## config.mk

```make
export PLATFORM = sky130hd
export DESIGN_NAME = syn_frame_parity_encoder
export DESIGN_NICKNAME = d
export VERILOG_FILES = /design/src/design/sfp_pkg.sv /design/src/design/sfp_front.sv /design/src/design/sfp_frame_buf.sv /design/src/design/sfp_back.sv /design/src/design/syn_frame_parity_encoder.sv
export VERILOG_INCLUDE_DIRS = /design/src /design/src/design
export SDC_FILE = /design/constraint.sdc
export NUM_CORES = 1
export LEC_CHECK = 0
export BUFFER_PORTS_ARGS = -buffer_cell sky130_fd_sc_hd__buf_2
export CAP_MARGIN = 20
export CORE_MARGIN = 1.5
export CORE_UTILIZATION = 48
export CTS_CLUSTER_DIAMETER = 150
export DETAILED_ROUTE_END_ITERATION = 10
export GPL_ROUTABILITY_DRIVEN = 0
export PLACE_DENSITY_LB_ADDON = 0.05
export SLEW_MARGIN = 30
export SYNTH_ARGS = -nofsm -noshare
export SYNTH_HDL_FRONTEND = slang
export SYNTH_SLANG_ARGS = --single-unit
```

## constraint.sdc

```tcl
create_clock -name clk -period 7.3 [get_ports clk]
set_input_delay 0.73 -clock clk [delete_from_list [all_inputs] [get_ports clk]]
set_output_delay 0.73 -clock clk [all_outputs]
set_load 0.01 [all_outputs]
```

## src/design/syn_frame_parity_encoder_assert.svh

```systemverilog
// Assertion macros for the module that checks its own behavior.
`ifndef SYN_FRAME_PARITY_ENCODER_ASSERT_SVH
`define SYN_FRAME_PARITY_ENCODER_ASSERT_SVH

// The consequent must hold in the same cycle as the antecedent.
`define SFP_ASSERT_SAME(label, clk, rst_n, ante, cons) \
    label: assert property (@(posedge clk) disable iff (!rst_n) (ante) |-> (cons)) \
        else $error("assertion failed");

// The consequent must hold in the cycle after the antecedent.
`define SFP_ASSERT_NEXT(label, clk, rst_n, ante, cons) \
    label: assert property (@(posedge clk) disable iff (!rst_n) (ante) |=> (cons)) \
        else $error("assertion failed");

`endif

```

## src/design/sfp_pkg.sv

```systemverilog
`default_nettype none

package sfp_pkg;

    // Character and coded byte widths.
    localparam int CHAR_W = 7;
    localparam int BYTE_W = 8;

    // Bytes ahead of the payload: sync, sync, count.
    localparam int FRAME_HEAD = 3;

    // Reset value of the sync character.
    localparam logic [CHAR_W-1:0] SYNC_RESET = 7'd22;

    // Write request from the front end into the frame buffer.
    typedef struct packed {
        logic              we;
        logic              push;
        logic [CHAR_W-1:0] data;
    } fill_req_t;

    // Read request from the back end into the frame buffer.
    typedef struct packed {
        logic en;
        logic pop;
    } read_req_t;

    // Odd parity in bit 7: set when the low seven bits hold an even number of ones.
    function automatic logic [BYTE_W-1:0] parity_code(input logic [CHAR_W-1:0] value);
        parity_code = {~^value, value};
    endfunction

endpackage

`default_nettype wire

```

## src/design/sfp_front.sv

```systemverilog
`default_nettype none

module sfp_front #(
    parameter int PAYLOAD_BYTES = 8,
    parameter int CNT_W         = 4,
    parameter int IDX_W         = 3
) (
    input  wire logic                     clk,
    input  wire logic                     rst_n,
    input  wire logic                     s_tvalid,
    output logic                          s_tready,
    input  wire logic [sfp_pkg::CHAR_W-1:0] data_char,
    input  wire logic                     last,
    input  wire logic                     wr_free,
    output sfp_pkg::fill_req_t            fill_req,
    output logic [IDX_W-1:0]              wr_idx,
    output logic [CNT_W-1:0]              push_count
);

    logic [CNT_W-1:0] fill_count_reg;
    logic [CNT_W-1:0] fill_count_next;
    logic [CNT_W-1:0] fill_plus;
    logic             accept;
    logic             complete;

    // A request is taken whenever the slot being filled is free.
    assign s_tready = wr_free;
    assign accept   = s_tvalid && wr_free;

    // Classify the request: it either adds to the frame or closes it.
    assign fill_plus  = fill_count_reg + CNT_W'(1);
    assign complete   = (fill_plus == CNT_W'(PAYLOAD_BYTES)) || last;
    assign wr_idx     = fill_count_reg[IDX_W-1:0];
    assign push_count = fill_plus;

    always_comb
    begin
        fill_req.we   = accept;
        fill_req.push = accept && complete;
        fill_req.data = data_char;
    end

    // The fill count restarts once a frame is handed over.
    always_comb
    begin
        fill_count_next = fill_count_reg;
        if (accept)
        begin
            fill_count_next = complete ? '0 : fill_plus;
        end
    end

    always_ff @(posedge clk or negedge rst_n)
    begin
        if (!rst_n)
        begin
            fill_count_reg <= '0;
        end
        else
        begin
            fill_count_reg <= fill_count_next;
        end
    end

endmodule

`default_nettype wire

```

## src/design/sfp_frame_buf.sv

```systemverilog
`default_nettype none

module sfp_frame_buf #(
    parameter int PAYLOAD_BYTES = 8,
    parameter int CNT_W         = 4,
    parameter int IDX_W         = 3
) (
    input  wire logic                       clk,
    input  wire logic                       rst_n,
    input  wire sfp_pkg::fill_req_t         fill_req,
    input  wire logic [IDX_W-1:0]           wr_idx,
    input  wire logic [CNT_W-1:0]           push_count,
    output logic                            wr_free,
    input  wire sfp_pkg::read_req_t         read_req,
    input  wire logic [IDX_W-1:0]           rd_idx,
    output logic                            head_valid,
    output logic [CNT_W-1:0]                head_count,
    output logic [sfp_pkg::CHAR_W-1:0]      rd_data
);

    // Two frame slots used in turn: one filling while the other drains.
    logic [sfp_pkg::CHAR_W-1:0] mem [2][PAYLOAD_BYTES];
    logic [CNT_W-1:0]           count_reg [2];
    logic [1:0]                 valid_reg;
    logic [1:0]                 valid_next;
    logic                       wr_ptr_reg;
    logic                       rd_ptr_reg;
    logic [sfp_pkg::CHAR_W-1:0] rd_data_reg;

    assign wr_free    = !valid_reg[wr_ptr_reg];
    assign head_valid = valid_reg[rd_ptr_reg];
    assign head_count = count_reg[rd_ptr_reg];
    assign rd_data    = rd_data_reg;

    // Slot ownership moves on push and pop.
    always_comb
    begin
        valid_next = valid_reg;
        if (fill_req.push)
        begin
            valid_next[wr_ptr_reg] = 1'b1;
        end
        if (read_req.pop)
        begin
            valid_next[rd_ptr_reg] = 1'b0;
        end
    end

    always_ff @(posedge clk or negedge rst_n)
    begin
        if (!rst_n)
        begin
            valid_reg  <= '0;
            wr_ptr_reg <= 1'b0;
            rd_ptr_reg <= 1'b0;
        end
        else
        begin
            valid_reg <= valid_next;
            if (fill_req.push)
            begin
                wr_ptr_reg <= !wr_ptr_reg;
            end
            if (read_req.pop)
            begin
                rd_ptr_reg <= !rd_ptr_reg;
            end
        end
    end

    // Payload storage, frame counts and the registered read port.
    always_ff @(posedge clk)
    begin
        if (fill_req.we)
        begin
            mem[wr_ptr_reg][wr_idx] <= fill_req.data;
        end
        if (fill_req.push)
        begin
            count_reg[wr_ptr_reg] <= push_count;
        end
        if (read_req.en)
        begin
            rd_data_reg <= mem[rd_ptr_reg][rd_idx];
        end
    end

endmodule

`default_nettype wire

```

## src/design/sfp_back.sv

```systemverilog
`default_nettype none

module sfp_back #(
    parameter int PAYLOAD_BYTES = 8,
    parameter int CNT_W         = 4,
    parameter int IDX_W         = 3,
    parameter int POS_W         = 4
) (
    input  wire logic                       clk,
    input  wire logic                       rst_n,
    input  wire logic [sfp_pkg::CHAR_W-1:0] sync_char,
    input  wire logic                       head_valid,
    input  wire logic [CNT_W-1:0]           head_count,
    input  wire logic [sfp_pkg::CHAR_W-1:0] rd_data,
    output sfp_pkg::read_req_t              read_req,
    output logic [IDX_W-1:0]                rd_idx,
    output logic                            m_tvalid,
    input  wire logic                       m_tready,
    output logic [sfp_pkg::BYTE_W-1:0]      code_byte,
    output logic                            end_of_frame
);

    localparam int CW = sfp_pkg::CHAR_W;
    localparam logic [POS_W-1:0] LAST_POS = POS_W'(sfp_pkg::FRAME_HEAD + PAYLOAD_BYTES - 1);
    localparam logic [POS_W-1:0] HEAD_POS = POS_W'(sfp_pkg::FRAME_HEAD);
    localparam logic [POS_W-1:0] COUNT_POS = POS_W'(sfp_pkg::FRAME_HEAD - 1);

    logic                  out_free;
    logic                  issue;
    logic                  at_last;
    logic [POS_W-1:0]      pos_reg;
    logic [POS_W-1:0]      pos_next;
    logic [POS_W-1:0]      issue_slot;
    logic                  a_valid_reg;
    logic [POS_W-1:0]      a_pos_reg;
    logic [CNT_W-1:0]      a_count_reg;
    logic [POS_W-1:0]      a_slot;
    logic [CW-1:0]         value;
    logic                  m_tvalid_reg;
    logic [sfp_pkg::BYTE_W-1:0] code_byte_reg;
    logic                  end_of_frame_reg;

    // The whole pipe moves when the output register is empty or being taken.
    assign out_free = !m_tvalid_reg || m_tready;
    assign issue    = out_free && head_valid;
    assign at_last  = (pos_reg == LAST_POS);

    // Read the payload slot at the issue position; the slot read register feeds the byte formed in the read stage.
    assign issue_slot = pos_reg - HEAD_POS;
    assign rd_idx     = (pos_reg >= HEAD_POS) ? issue_slot[IDX_W-1:0] : '0;

    always_comb
    begin
        read_req.en  = out_free;
        read_req.pop = issue && at_last;
    end

    // Byte position within the current frame.
    always_comb
    begin
        pos_next = pos_reg;
        if (issue)
        begin
            pos_next = at_last ? '0 : pos_reg + POS_W'(1);
        end
    end

    // Form the seven-bit value for the byte held in the read stage.
    assign a_slot = a_pos_reg - HEAD_POS;

    always_comb
    begin
        if (a_pos_reg < COUNT_POS)
        begin
            value = sync_char;
        end
        else if (a_pos_reg == COUNT_POS)
        begin
            value = CW'(a_count_reg);
        end
        else if (a_slot < POS_W'(a_count_reg))
        begin
            value = rd_data;
        end
        else
        begin
            value = '0;
        end
    end

    // Control registers.
    always_ff @(posedge clk or negedge rst_n)
    begin
        if (!rst_n)
        begin
            pos_reg      <= '0;
            a_valid_reg  <= 1'b0;
            m_tvalid_reg <= 1'b0;
        end
        else
        begin
            pos_reg <= pos_next;
            if (out_free)
            begin
                a_valid_reg  <= issue;
                m_tvalid_reg <= a_valid_reg;
            end
        end
    end

    // Payload registers of the read stage and the output register.
    always_ff @(posedge clk)
    begin
        if (out_free)
        begin
            a_pos_reg        <= pos_reg;
            a_count_reg      <= head_count;
            code_byte_reg    <= sfp_pkg::parity_code(value);
            end_of_frame_reg <= (a_pos_reg == LAST_POS);
        end
    end

    assign m_tvalid     = m_tvalid_reg;
    assign code_byte    = code_byte_reg;
    assign end_of_frame = end_of_frame_reg;

endmodule

`default_nettype wire

```

## src/design/syn_frame_parity_encoder.sv

```systemverilog
// SYN framing encoder with odd parity. Seven-bit characters arrive on the s_
// stream (tlast marks the final character of a message) and are gathered
// PAYLOAD_BYTES at a time into one of two frame slots. A full slot, or a
// character with tlast, closes a frame of PAYLOAD_BYTES + 3 coded bytes on
// the m_ stream: the sync character twice, the payload count, then the
// payload slots with unused ones sent as zero; tlast marks the frame's final
// byte. Each byte carries its value in bits 6..0 and odd parity in bit 7.
// Input accepts a character whenever a slot is free; output runs at one
// byte per cycle while a frame is queued and m_tready is high. Bytes pass
// through the slot read register and the output register. The sync
// character is written through sync_char_wen / sync_char_wdata; the user
// must write it only while idle, as the block does not enforce this. It
// resets to 22.
`default_nettype none

module syn_frame_parity_encoder #(
    parameter int PAYLOAD_BYTES = 8
) (
    input  wire logic        clk,
    input  wire logic        rst_n,
    input  wire logic        sync_char_wen,
    input  wire logic [6:0]  sync_char_wdata,
    input  wire logic        s_tvalid,
    output logic             s_tready,
    input  wire logic [7:0]  s_tdata,   // [6:0] data_char, [7] zero
    input  wire logic        s_tlast,   // last
    output logic             m_tvalid,
    input  wire logic        m_tready,
    output logic [7:0]       m_tdata,   // [7:0] code_byte
    output logic             m_tlast    // end_of_frame
);

    localparam int CNT_W = $clog2(PAYLOAD_BYTES + 1);
    localparam int IDX_W = (PAYLOAD_BYTES > 1) ? $clog2(PAYLOAD_BYTES) : 1;
    localparam int POS_W = $clog2(PAYLOAD_BYTES + sfp_pkg::FRAME_HEAD);

    logic [sfp_pkg::CHAR_W-1:0] sync_char_reg;
    sfp_pkg::fill_req_t         fill_req;
    sfp_pkg::read_req_t         read_req;
    logic [IDX_W-1:0]           wr_idx;
    logic [IDX_W-1:0]           rd_idx;
    logic [CNT_W-1:0]           push_count;
    logic [CNT_W-1:0]           head_count;
    logic                       wr_free;
    logic                       head_valid;
    logic [sfp_pkg::CHAR_W-1:0] rd_data;

    // Sync character register.
    always_ff @(posedge clk or negedge rst_n)
    begin
        if (!rst_n)
        begin
            sync_char_reg <= sfp_pkg::SYNC_RESET;
        end
        else if (sync_char_wen)
        begin
            sync_char_reg <= sync_char_wdata;
        end
    end

    // Front end: accepts characters and closes frames.
    sfp_front #(
        .PAYLOAD_BYTES (PAYLOAD_BYTES),
        .CNT_W         (CNT_W),
        .IDX_W         (IDX_W)
    ) u_front (
        .clk        (clk),
        .rst_n      (rst_n),
        .s_tvalid   (s_tvalid),
        .s_tready   (s_tready),
        .data_char  (s_tdata[sfp_pkg::CHAR_W-1:0]),
        .last       (s_tlast),
        .wr_free    (wr_free),
        .fill_req   (fill_req),
        .wr_idx     (wr_idx),
        .push_count (push_count)
    );

    // Two-slot frame queue between the front and back ends.
    sfp_frame_buf #(
        .PAYLOAD_BYTES (PAYLOAD_BYTES),
        .CNT_W         (CNT_W),
        .IDX_W         (IDX_W)
    ) u_frame_buf (
        .clk        (clk),
        .rst_n      (rst_n),
        .fill_req   (fill_req),
        .wr_idx     (wr_idx),
        .push_count (push_count),
        .wr_free    (wr_free),
        .read_req   (read_req),
        .rd_idx     (rd_idx),
        .head_valid (head_valid),
        .head_count (head_count),
        .rd_data    (rd_data)
    );

    // Back end: sends the coded bytes of each queued frame.
    sfp_back #(
        .PAYLOAD_BYTES (PAYLOAD_BYTES),
        .CNT_W         (CNT_W),
        .IDX_W         (IDX_W),
        .POS_W         (POS_W)
    ) u_back (
        .clk          (clk),
        .rst_n        (rst_n),
        .sync_char    (sync_char_reg),
        .head_valid   (head_valid),
        .head_count   (head_count),
        .rd_data      (rd_data),
        .read_req     (read_req),
        .rd_idx       (rd_idx),
        .m_tvalid     (m_tvalid),
        .m_tready     (m_tready),
        .code_byte    (m_tdata),
        .end_of_frame (m_tlast)
    );

    // Checks on the block's own logic.
`include "syn_frame_parity_encoder_assert.svh"

    // A frame is only closed into a free slot.
    `SFP_ASSERT_SAME(a_push_free, clk, rst_n, fill_req.push, wr_free)
    // A request marked last always closes its frame.
    `SFP_ASSERT_SAME(a_last_push, clk, rst_n, s_tvalid && s_tready && s_tlast, fill_req.push)
    // Every byte sent carries odd weight.
    `SFP_ASSERT_SAME(a_odd_parity, clk, rst_n, m_tvalid, ^m_tdata)

endmodule

`default_nettype wire
```

# Word level (Yosys, flattened, before mapping)
# Memory sizes are Yosys's and may differ from the RTL's. A register that Yosys moved wholly into a read port is not among the register bits.
# Index checks and enable logic that the tools add are counted.
# word_totals
word_cells	76
ramBits	120
memories	2
in_bits	21
output_inout_bits	11
regBits	41
# memory_table
memory	words	word_bits	rd	rd_ports_with_merged_regs	wr	line	rtl
u_frame_buf.mem	2	56	1	0	1	sfp_frame_buf.sv:22	logic [sfp_pkg::CHAR_W-1:0] mem [2][PAYLOAD_BYTES];
u_frame_buf.count_reg	2	4	1	1	1	sfp_frame_buf.sv:23	logic [CNT_W-1:0] count_reg [2];
# classes
n_reduce_logical	14
n_addsub	4
magnitude_cmp	10
eq_ne	4
mux	25
bitwise_logic	5
# ops
op	count
two-way mux 56 bit	1
two-way mux 7 bit	6
binary-select mux 7 bit (select 3 bit)	1
demux 7 bit (select 3 bit)	1
== test 4 bit, second input constant	3
two-way mux 1 bit	9
adder 4 x 1 -> 4 bit, second input constant	2
>= comparator 4 bit, second input constant	2
two-way mux 4 bit	2
inverter 3 -> 4 bit	2
logical AND 1 bit	7
XNOR reduction 7 bit	1
== test 4 x 2 -> 1 bit, second input constant	1
>= comparator 4 x 2 -> 1 bit, second input constant	1
logical NOT 1 bit	4
< comparator 1 x 2 -> 1 bit, second input constant	2
< comparator 4 x 1 -> 1 bit, second input constant	1
< comparator 4 x 2 -> 1 bit, second input constant	1
< comparator 4 bit	1
two-way mux 2 bit	2
subtractor 4 x 2 -> 4 bit, second input constant	1
two-way mux 3 bit	1
subtractor 3 x 2 -> 3 bit, second input constant	1
bitwise AND 2 bit	1
5 further kinds	8

# Logic depth before layout (Yosys ltp)
# Gate-level depths: netlist of run 1.
# depth
word_depth	8
mapped_depth	10
depth_no_buf	10

# Cells and area by module
# Synthesis of run 1 repeated with hierarchy kept, for this count alone.
# unflattened
cells_unflattened	413
hier_area_um2	7014.2
# by_module_without_submodules
mod	cells_per_inst	area_per_inst_um2	instances	seq_area_each_um2
sfp_frame_buf	235	5092.4	1	3913.8
sfp_back	117	1262.5	1	660.6
sfp_front	46	364.1	1	100.1
syn_frame_parity_encoder	15	295.3	1	178.9

# Least setup slack after synthesis of run 1
# OpenSTA, ideal clock, no wires.
# synth_timing
path_kind	flip-flop to flip-flop
start	register u_back.a_pos_reg[1]
end	register u_back.code_byte_reg (netlist bit u_back.code_byte[7]) (data pin)
synth_period_minus_slack_ps	2402
required_time_ps	7040
slack_ps	4898
path_stages_with_launch	11
n_path_buf	1
arrival_time_ps	2142
setup_time_ps	260
path_cell_list	edfxtp_1 -> clkbuf_1 -> a21oi_1 -> xor2_1 -> ha_1 -> or3_1 -> o22ai_2 -> a32o_2 -> xor2_1 -> xnor2_1 -> xnor2_1
# synth_via
elab_chain_len	6
word_cells_on_any_way	8
classes_between	add/sub: 1; order compare: 2; eq/ne: 1; mux: 3; reduce/logical: 1
# synth_lines
item	line	rtl
start, declared	sfp_back.sv:35	logic [POS_W-1:0] a_pos_reg;
start signal, assigned	sfp_back.sv:116	a_pos_reg <= pos_reg;
subtractor 4 x 2 -> 4 bit	sfp_back.sv:69	assign a_slot = a_pos_reg - HEAD_POS;
< comparator 4 bit	sfp_back.sv:81	else if (a_slot < POS_W'(a_count_reg))
two-way mux 7 bit	sfp_back.sv:81	
two-way mux 7 bit	sfp_back.sv:77	else if (a_pos_reg == COUNT_POS)
two-way mux 7 bit *	sfp_back.sv:73	if (a_pos_reg < COUNT_POS)
net u_back.value[3]	sfp_back.sv:38	logic [CW-1:0] value;
XNOR reduction 7 bit *	sfp_pkg.sv:30	parity_code = {~^value, value};
end signal, assigned	sfp_back.sv:118	code_byte_reg <= sfp_pkg::parity_code(value);
end, declared	sfp_back.sv:40	logic [sfp_pkg::BYTE_W-1:0] code_byte_reg;
# The timed path passes the listed nets; every way through them passes the cells marked *.
# A chain may end at the register's enable or synchronous reset.

# Final worst setup path of run 1
# layout_timing
start	register u_back.pos_reg[0]
end	register u_frame_buf.rd_data_reg (netlist bit u_frame_buf.rd_data[3]) (data pin)
# layout_via
elab_chain_len	6
word_cells_on_any_way	7
classes_between	add/sub: 1; order compare: 1; mux: 4; bitwise: 1
# layout_lines
item	line	rtl
start, declared	sfp_back.sv:31	logic [POS_W-1:0] pos_reg;
start signal, assigned	sfp_back.sv:102	pos_reg <= pos_next;
>= comparator 4 x 2 -> 1 bit or subtractor 3 x 2 -> 3 bit (tied branches)	sfp_back.sv:50, sfp_back.sv:49	
two-way mux 3 bit *	sfp_back.sv:50	assign rd_idx = (pos_reg >= HEAD_POS) ? issue_slot[IDX_W-1:0] : '0;
inverter 3 -> 4 bit (implied by the code) *	sfp_frame_buf.sv:84	rd_data_reg <= mem[rd_ptr_reg][rd_idx];
binary-select mux 7 bit (select 3 bit) *	sfp_frame_buf.sv:84	
two-way mux 7 bit (implied by the code) * (2 in a row)	sfp_frame_buf.sv:84	
end signal, assigned	sfp_frame_buf.sv:84	
end, declared	sfp_frame_buf.sv:28	logic [sfp_pkg::CHAR_W-1:0] rd_data_reg;
# Mark *: on every way between the ends. The rest lies on a longest branch, timed or not. The select of a mux whose other input is x is not followed.

==> metrics.md, run 1 <==
| Metric | Value |
|---|---|
| Worst skew pair latency | `0.43 ns` |
| Fill cells | `1158` |
| Buf/Inv on CP | `0` |
| Crit path capture type | `flip-flop` |
| Reg2Reg Depth | `7` |
| Syn nets | `451` |
| Yosys warning count | `0` |
| Routed WL | `12900 µm` |
| Final Max Tran Viols | `0` |
| Vias in the first global route | `3734` |
| CP top delay family | `simple AND/OR/NAND/NOR gates` |
| Area grow syn2layout | `13.2%` |
| Synth area leader | `edfxtp_1` |
| F_max | `around 0.35 GHz` |
| Port Buffers | `30` |
| WL per Instance | `19.8 µm` |
| Via count | `approximately 3600` |
| Reg area | `a little under 5000 µm²` |
| Total setup buffers inserted after CTS | `0` |
| Min Clock Period, post-route | `between 2 and 3 ns` |
| Hold buffers post-CTS | `0` |
| Starting Density | `48.8%` |
| Met2 wire len | `6280 µm` |
| PD cells | `about 440 nW/µm²` |
| Hold Slack | `0.280 ns` |
| Outcome | `finished clean` |
| H-Tree Depth | `4` |
| Pleak | `approximately 2.7 nW` |
| Placed Instance Area | `7050 µm²` |
| Pre-CTS setup slack | `about 4.4 ns` |
| Resize count post-CTS | `0` |
| Synth Cell Area | `6720 µm²` |
| CP required | `around 7.5 ns` |
| Core footprint | `between 10000 and 15000 µm²` |
| Worst Hold Class | `in2async` |
| Row count | `43` |
| Full die area | `14700 µm²` |
| Worst Path Arrival | `about 3.0 ns` |
| GR Util All Layers | `19.5%` |
| Worst reg2reg setup slack | `4.47 ns` |
| Metal-1 WL | `5750 µm` |
| Max FO, Critical Path | `16` |
| Clock Tree Root | `clkbuf_16` |
| FF+latch count, synth | `between 150 and 200` |
| Initial drt markers | `223` |
| Worst setup margin | `4.47 ns` |
| Slew @ Worst Pin | `0.850 ns` |
| Synth Flop Type | `edfxtp_1` |
| Met3 wire length | `585 µm` |
| Clock sink count | `165` |
| Maxcap violations | `0` |
| Async set or reset register ratio after synthesis | `12.7%` |
| Number of synthesized flops with an enable pin | `144` |
| RR Endpoint | `u_frame_buf.rd_data[3]` |
| Grt ovf | `0` |
| Synthesized instance count | `422` |
| Worst Path Class, Setup | `reg2reg` |
| Largest net degree at the start of global routing | `26` |
| Final Hold Fails | `0` |
| Critical path startpoint category | `flip-flop` |
| Share of cells above drive strength 1 | `21.3%` |
| Cell Chain, Critical Path | `ha_1, nor3_4, nor2_4, nor2_2, a222oi_1, a21oi_1, a211o_1` |
| Setup TNS | `0 ns` |
| Critical Path Max Stage Delay | `0.53 ns` |
| Top Layer Used | `met4` |
| N_diodes | `0` |
| CTS buffer count | `17` |
| Chip width | `121 µm` |
| Yosys top cell area share | `64.3%` |
| Slowest stage cell, crit path | `dfrtp_1` |
| Initial antenna violation count | `0` |
| Number of top-level pins | `32` |
| Final design area excluding fillers | `7610 µm²` |
| Clock transition at path regs | `0.06 ns` |
| Die Ht | `roughly 120 µm` |
| Yosys cell types | `53` |
| Final Cycle Share | `between 30% and 40%` |
| Largest register FFs | `~110` |
| Post-DP HPWL | `8330 µm` |
| Final nets | `486` |
| Syn Area/Cell | `about 16 µm²` |
| Synth area leaders | `edfxtp_1 (64%), dfrtp_1 (6.7%), mux4_2 (4.4%)` |
| Clock skew | `0.00438 ns` |
| Drt drc | `0` |
| CTS tree | `built` |
| Post-DRT Antenna Nets | `0` |
| Worst vdd ir | `0.268 mV` |
| Final setup fails | `0` |
| Slew headroom | `a little over two fifths` |
| Worst flop-to-flop path startpoint | `u_back.pos_reg[0]` |
| Drt via density | `5.56` |
| Seq/Total Area, Yosys | `72.2%` |
| 1st-pass router iterations | `5` |
| Multi-input logic area | `around 1700 µm²` |
| First-pass GRT wire length | `20500 µm` |
| CTS Buffer Depth | `2` |
| RSZ-0062 raised after global routing | `no` |
==> cells in the mapped netlist, drive strengths merged, types with 4 or more instances <==
cell and number:
a211o 6, a21oi 14, a222oi 14, a22o 10, buf 10, clkbuf 6, dfrtp 18, edfxtp 144
ha 8, inv 16, mux2 7, mux4 14, nand2 46, nand2b 4, nand3 6, nor2 25
nor3 7, o21ai 17, xnor2 11, xor2 4
==> worst max-delay path by stage <==
| stage | to | cells past startpoint | start |
|---|---|---|---|
| floorplan | u_back.code_byte[7] | 10 | u_back.a_pos_reg[1] |
| global placement | u_frame_buf.rd_data[3] | 7 | u_back.pos_reg[0] |
| detailed placement | u_frame_buf.rd_data[3] | 7 | u_back.pos_reg[0] |
| CTS | u_frame_buf.rd_data[3] | 7 | u_back.pos_reg[0] |
| global route | u_frame_buf.rd_data[3] | 7 | u_back.pos_reg[0] |
| finish | u_frame_buf.rd_data[3] | 7 | u_back.pos_reg[0] |
==> area by class of cell <==
cell class | instances | area share, %
Sequential cell | 165 | 63.8
Multi-Input combinational cell | 225 | 22.9
Clock buffer | 17 | 5.59
Tap cell | 180 | 2.96
Timing Repair Buffer | 32 | 2.17
Clock inverter | 14 | 1.78
Inverter | 16 | 0.789
==> power by group <==
group | leakage [nW] | switching, mW | internal, mW
logic | 0.868 | 0.639 | 0.483
clock network | 0.268 | 0.351 | 0.497
registers | 1.58 | 0.110 | 1.24
==> kinds of logic after synthesis <==
family | count (synthesis) | synth area share, %
flops | 165 | 72.2
buf+inv | 32 | 2.23
xor+xnor | 15 | 1.95
simple gates | 101 | 7.00
fa+ha+maj | 8 | 1.49
compound gates | 77 | 8.75
mux | 24 | 6.37
==> per-stage QoR <==
| step | util, % | power (mW) | cells |
|---|---|---|---|
| floorplan | - | 2.19 | 422 |
| global placement | 51.0 | 2.47 | 618 |
| detailed placement | 51.2 | 2.50 | 618 |
| CTS | 55.3 | 3.35 | 649 |
| global route | 55.3 | 3.51 | 649 |
| finish | 55.3 | 3.32 | 649 |
==> cell usage in the layout, fill, tap and decap left out, types with 3 or more instances in the layout <==
cell        instances
a22o_1             10
nand2_1            46
nor2_1             22
a21oi_1            12
clkinvlp_4          3
buf_2              30
nand2b_1            4
mux4_2             13
o21ai_0            16
a222oi_1           14
inv_1              15
mux2i_1             3
clkbuf_16          17
ha_1                8
dfrtp_1            18
nand3_1             6
xnor2_1            11
edfxtp_1          144
a211o_1             6
dfstp_2             3
clkinv_1            4
xor2_1              4
clkinv_2            3
nor3_2              4
mux2_2              7
==> layer usage <==
metal,vias up,GRT usage [%]
met4,0,8.53
met2,74,30.5
met5,-,0
li1,1705,-
met1,1808,26.4
met3,20,4.32
Note: power is estimated with default switching activity, not from simulation.
==> run 2, diff against run 1 <==
clock period = 2.73 ns   (was 7.3 ns; I/O delays follow)
==> run 2 against run 1 <==
Net effect:
- non-clock buffer count increased by 24
- total power grew to 2.7 times the previous value
- sequential share of layout area shrank 1.2 points
- final cell count rose by 3.7%
- clock-buffer cell count increased by 5
- cell area up 1.9%
- critical path depth increased by 2
==> metrics.md, run 2 (same netlist as run 1, synthesis figures left out) <==
| Metric | Value |
|---|---|
| Outcome | `finished clean (unchanged)` |
| Final Cycle Share | `90.7% (was 38.8%)` |
| Starting Density | `48.8% (unchanged)` |
| Share of cells above drive strength 1 | `23.3% (was 21.3%)` |
| Drt via density | `5.49 (was 5.56)` |
| Commonest non-fill, non-tap cell in the layout | `edfxtp_1 (unchanged)` |
| Core footprint | `13800 µm² (unchanged)` |
| RSZ-0062 raised after global routing | `no (unchanged)` |
| Drt drc | `0 (unchanged)` |
| Net Sw Power | `2.88 mW (was 1.10 mW)` |
| Total Power | `8.79 mW (was 3.32 mW)` |
| Most frequent cells in the layout | `edfxtp_1 (144), nand2_1 (46), buf_2 (30) (unchanged)` |
| Maxcap violations | `0 (unchanged)` |
| CP required | `2.90 ns (was 7.47 ns)` |
| PD cells | `1130 nW/µm² (was 436 nW/µm²)` |
| Initial drt markers | `328 (was 223)` |
| Clock sink count | `165 (unchanged)` |
| Sw Share | `32.7% (was 33.2%)` |
| Slew headroom | `50.6% (was 43.0%)` |
| Row count | `43 (unchanged)` |
| 1st-pass router iterations | `5 (unchanged)` |
| Initial antenna violation count | `0 (unchanged)` |
| CTS tree | `built (unchanged)` |
| CTS Buffer Depth | `2 (unchanged)` |
| Full die area | `14700 µm² (unchanged)` |
| Comb pwr share | `35.0% (was 33.8%)` |
| H-Tree Depth | `4 (unchanged)` |
| Clock Power Share | `24.3% (was 25.6%)` |
| Chip width | `121 µm (unchanged)` |
| Setup TNS | `0 ns (unchanged)` |
| Worst skew pair latency | `0.42 ns (was 0.43 ns)` |
| Total setup buffers inserted after CTS | `0 (unchanged)` |
| Number of top-level pins | `32 (unchanged)` |
| Worst Path Class, Setup | `reg2reg (unchanged)` |
| Largest register FFs | `112 (unchanged)` |
| F_max | `0.404 GHz (was 0.353 GHz)` |
| Worst Path Arrival | `2.65 ns (was 3.00 ns)` |
| Critical path startpoint category | `flip-flop (unchanged)` |
| GR Util All Layers | `19.3% (was 19.5%)` |
| Fill cells | `1172 (was 1158)` |
| Final Hold Fails | `0 (unchanged)` |
| Worst Hold Class | `in2reg (was in2async)` |
| Routed WL | `13000 µm (was 12900 µm)` |
| Cell Int Power | `5.91 mW (was 2.22 mW)` |
| Vias in the first global route | `3793 (was 3734)` |
| Post-DP HPWL | `8700 µm (was 8330 µm)` |
| Final nets | `510 (was 486)` |
| First-pass GRT wire length | `20500 µm (about the same)` |
| Post-DRT Antenna Nets | `0 (unchanged)` |
| Port Buffers | `30 (unchanged)` |
| CTS buffer count | `17 (unchanged)` |
| Pleak | `2.79 nW (was 2.71 nW)` |
| Final Max Tran Viols | `0 (unchanged)` |
| Crit path capture type | `flip-flop (unchanged)` |
| Min Clock Period, post-route | `2.48 ns (was 2.83 ns)` |
| Clock transition at path regs | `0.06 ns (about the same)` |
| N_diodes | `0 (unchanged)` |
| Final setup fails | `0 (unchanged)` |
| Reg power frac | `40.7% (was 40.6%)` |
| Core Util, Final | `56.3% (was 55.3%)` |
| WL per Instance | `19.3 µm (was 19.8 µm)` |
| Worst vdd ir | `0.479 mV (was 0.268 mV)` |
| Max FO, Critical Path | `5 (was 16)` |
| Largest net degree at the start of global routing | `22 (was 26)` |
| Die Ht | `121 µm (unchanged)` |
| Clock Tree Root | `clkbuf_16 (unchanged)` |
| Slew @ Worst Pin | `0.740 ns (was 0.850 ns)` |
| Via count | `3692 (was 3607)` |
| Grt ovf | `0 (unchanged)` |
| Clock skew | `0.00758 ns (was 0.00438 ns)` |
| Area grow syn2layout | `15.3% (was 13.2%)` |
==> run 2: cell count changes in the layout (fill, tap and decap cells not counted), sizes merged, moves of 3 or more <==
cell and delta:
clkinv -6, clkinvlp +3, buf +23, clkbuf +5
==> run 2: stage by stage <==
step                      cell area [µm²]  setup slack (ns)  instances  hold WS [ns]
after floorplan                      6720             0.328        422       -0.0226
after global placement               7210             0.265        641         0.278
after detailed placement             7210             0.225        641         0.292
after CTS                            7750             0.226        673        0.0434
after global routing                 7750            0.0710        673        0.0639
final                                7750             0.253        673        0.0566
==> run 2: final timing paths <==
path	start	to	slack, ns	cells past startpoint
max in group asynchronous	rst_n	sync_char_reg[4]	1.99	2
min in group asynchronous	rst_n	u_front.fill_count_reg[2]	0.36	2
worst max-delay path	u_back.a_pos_reg[0]	u_back.code_byte[7]	0.25	9
worst min register to register	u_back.a_valid_reg	u_back.m_tvalid	0.47	1
worst max register to register	u_back.a_pos_reg[0]	u_back.code_byte[7]	0.25	9
worst min-delay path	sync_char_wdata[0]	sync_char_reg[0]	0.06	3
==> run 2: power groups by stage <==
| stage | clock network (mW) | logic [mW] | registers [mW] |
|---|---|---|---|
| 2_1_floorplan | 0 | 2.31 | 3.55 |
| 3_3_place_gp | 0 | 3.09 | 3.62 |
| 3_5_place_dp | 0 | 3.13 | 3.63 |
| 4_1_cts | 2.19 | 3.14 | 3.59 |
| 5_1_grt | 2.27 | 3.42 | 3.63 |
| 6_report | 2.14 | 3.08 | 3.58 |
==> run 2: worst max-delay path: stages, from the launching register on <==
cell and delay (ns):
edfxtp_1 0.43, ha_1 0.24, xnor2_1 0.13, ha_1 0.19, or3_1 0.35, o22ai_2 0.24, a32o_2 0.24, xor2_1 0.17
xnor2_1 0.15, xnor2_1 0.08
==> run 2: final cells by class <==
| cell class | instances | area (µm²) | share of cell area [%] |
|---|---|---|---|
| flip-flops and latches | 165 | 4850 | 62.6 |
| multi-input cells | 225 | 1730 | 22.3 |
| clock buffers | 22 | 444 | 5.73 |
| repair buffers | 56 | 360 | 4.65 |
| well taps | 180 | 225 | 2.91 |
| clock inverters | 9 | 82.6 | 1.07 |
| inverters | 16 | 60.1 | 0.775 |
==> run 2: timing repair <==
action,in CTS,in global routing
hold buffers,1,0
resized for setup,0,0
endpoints found under the hold margin,18,0
==> run 2: per-layer routing <==
layer	up-vias	GRT usage (%)	part of all wire [%]
met5	-	0	0
met4	0	8.60	2.0
met3	20	4.42	4.1
met2	78	30.0	49
met1	1836	26.2	45
li1	1758	-	-
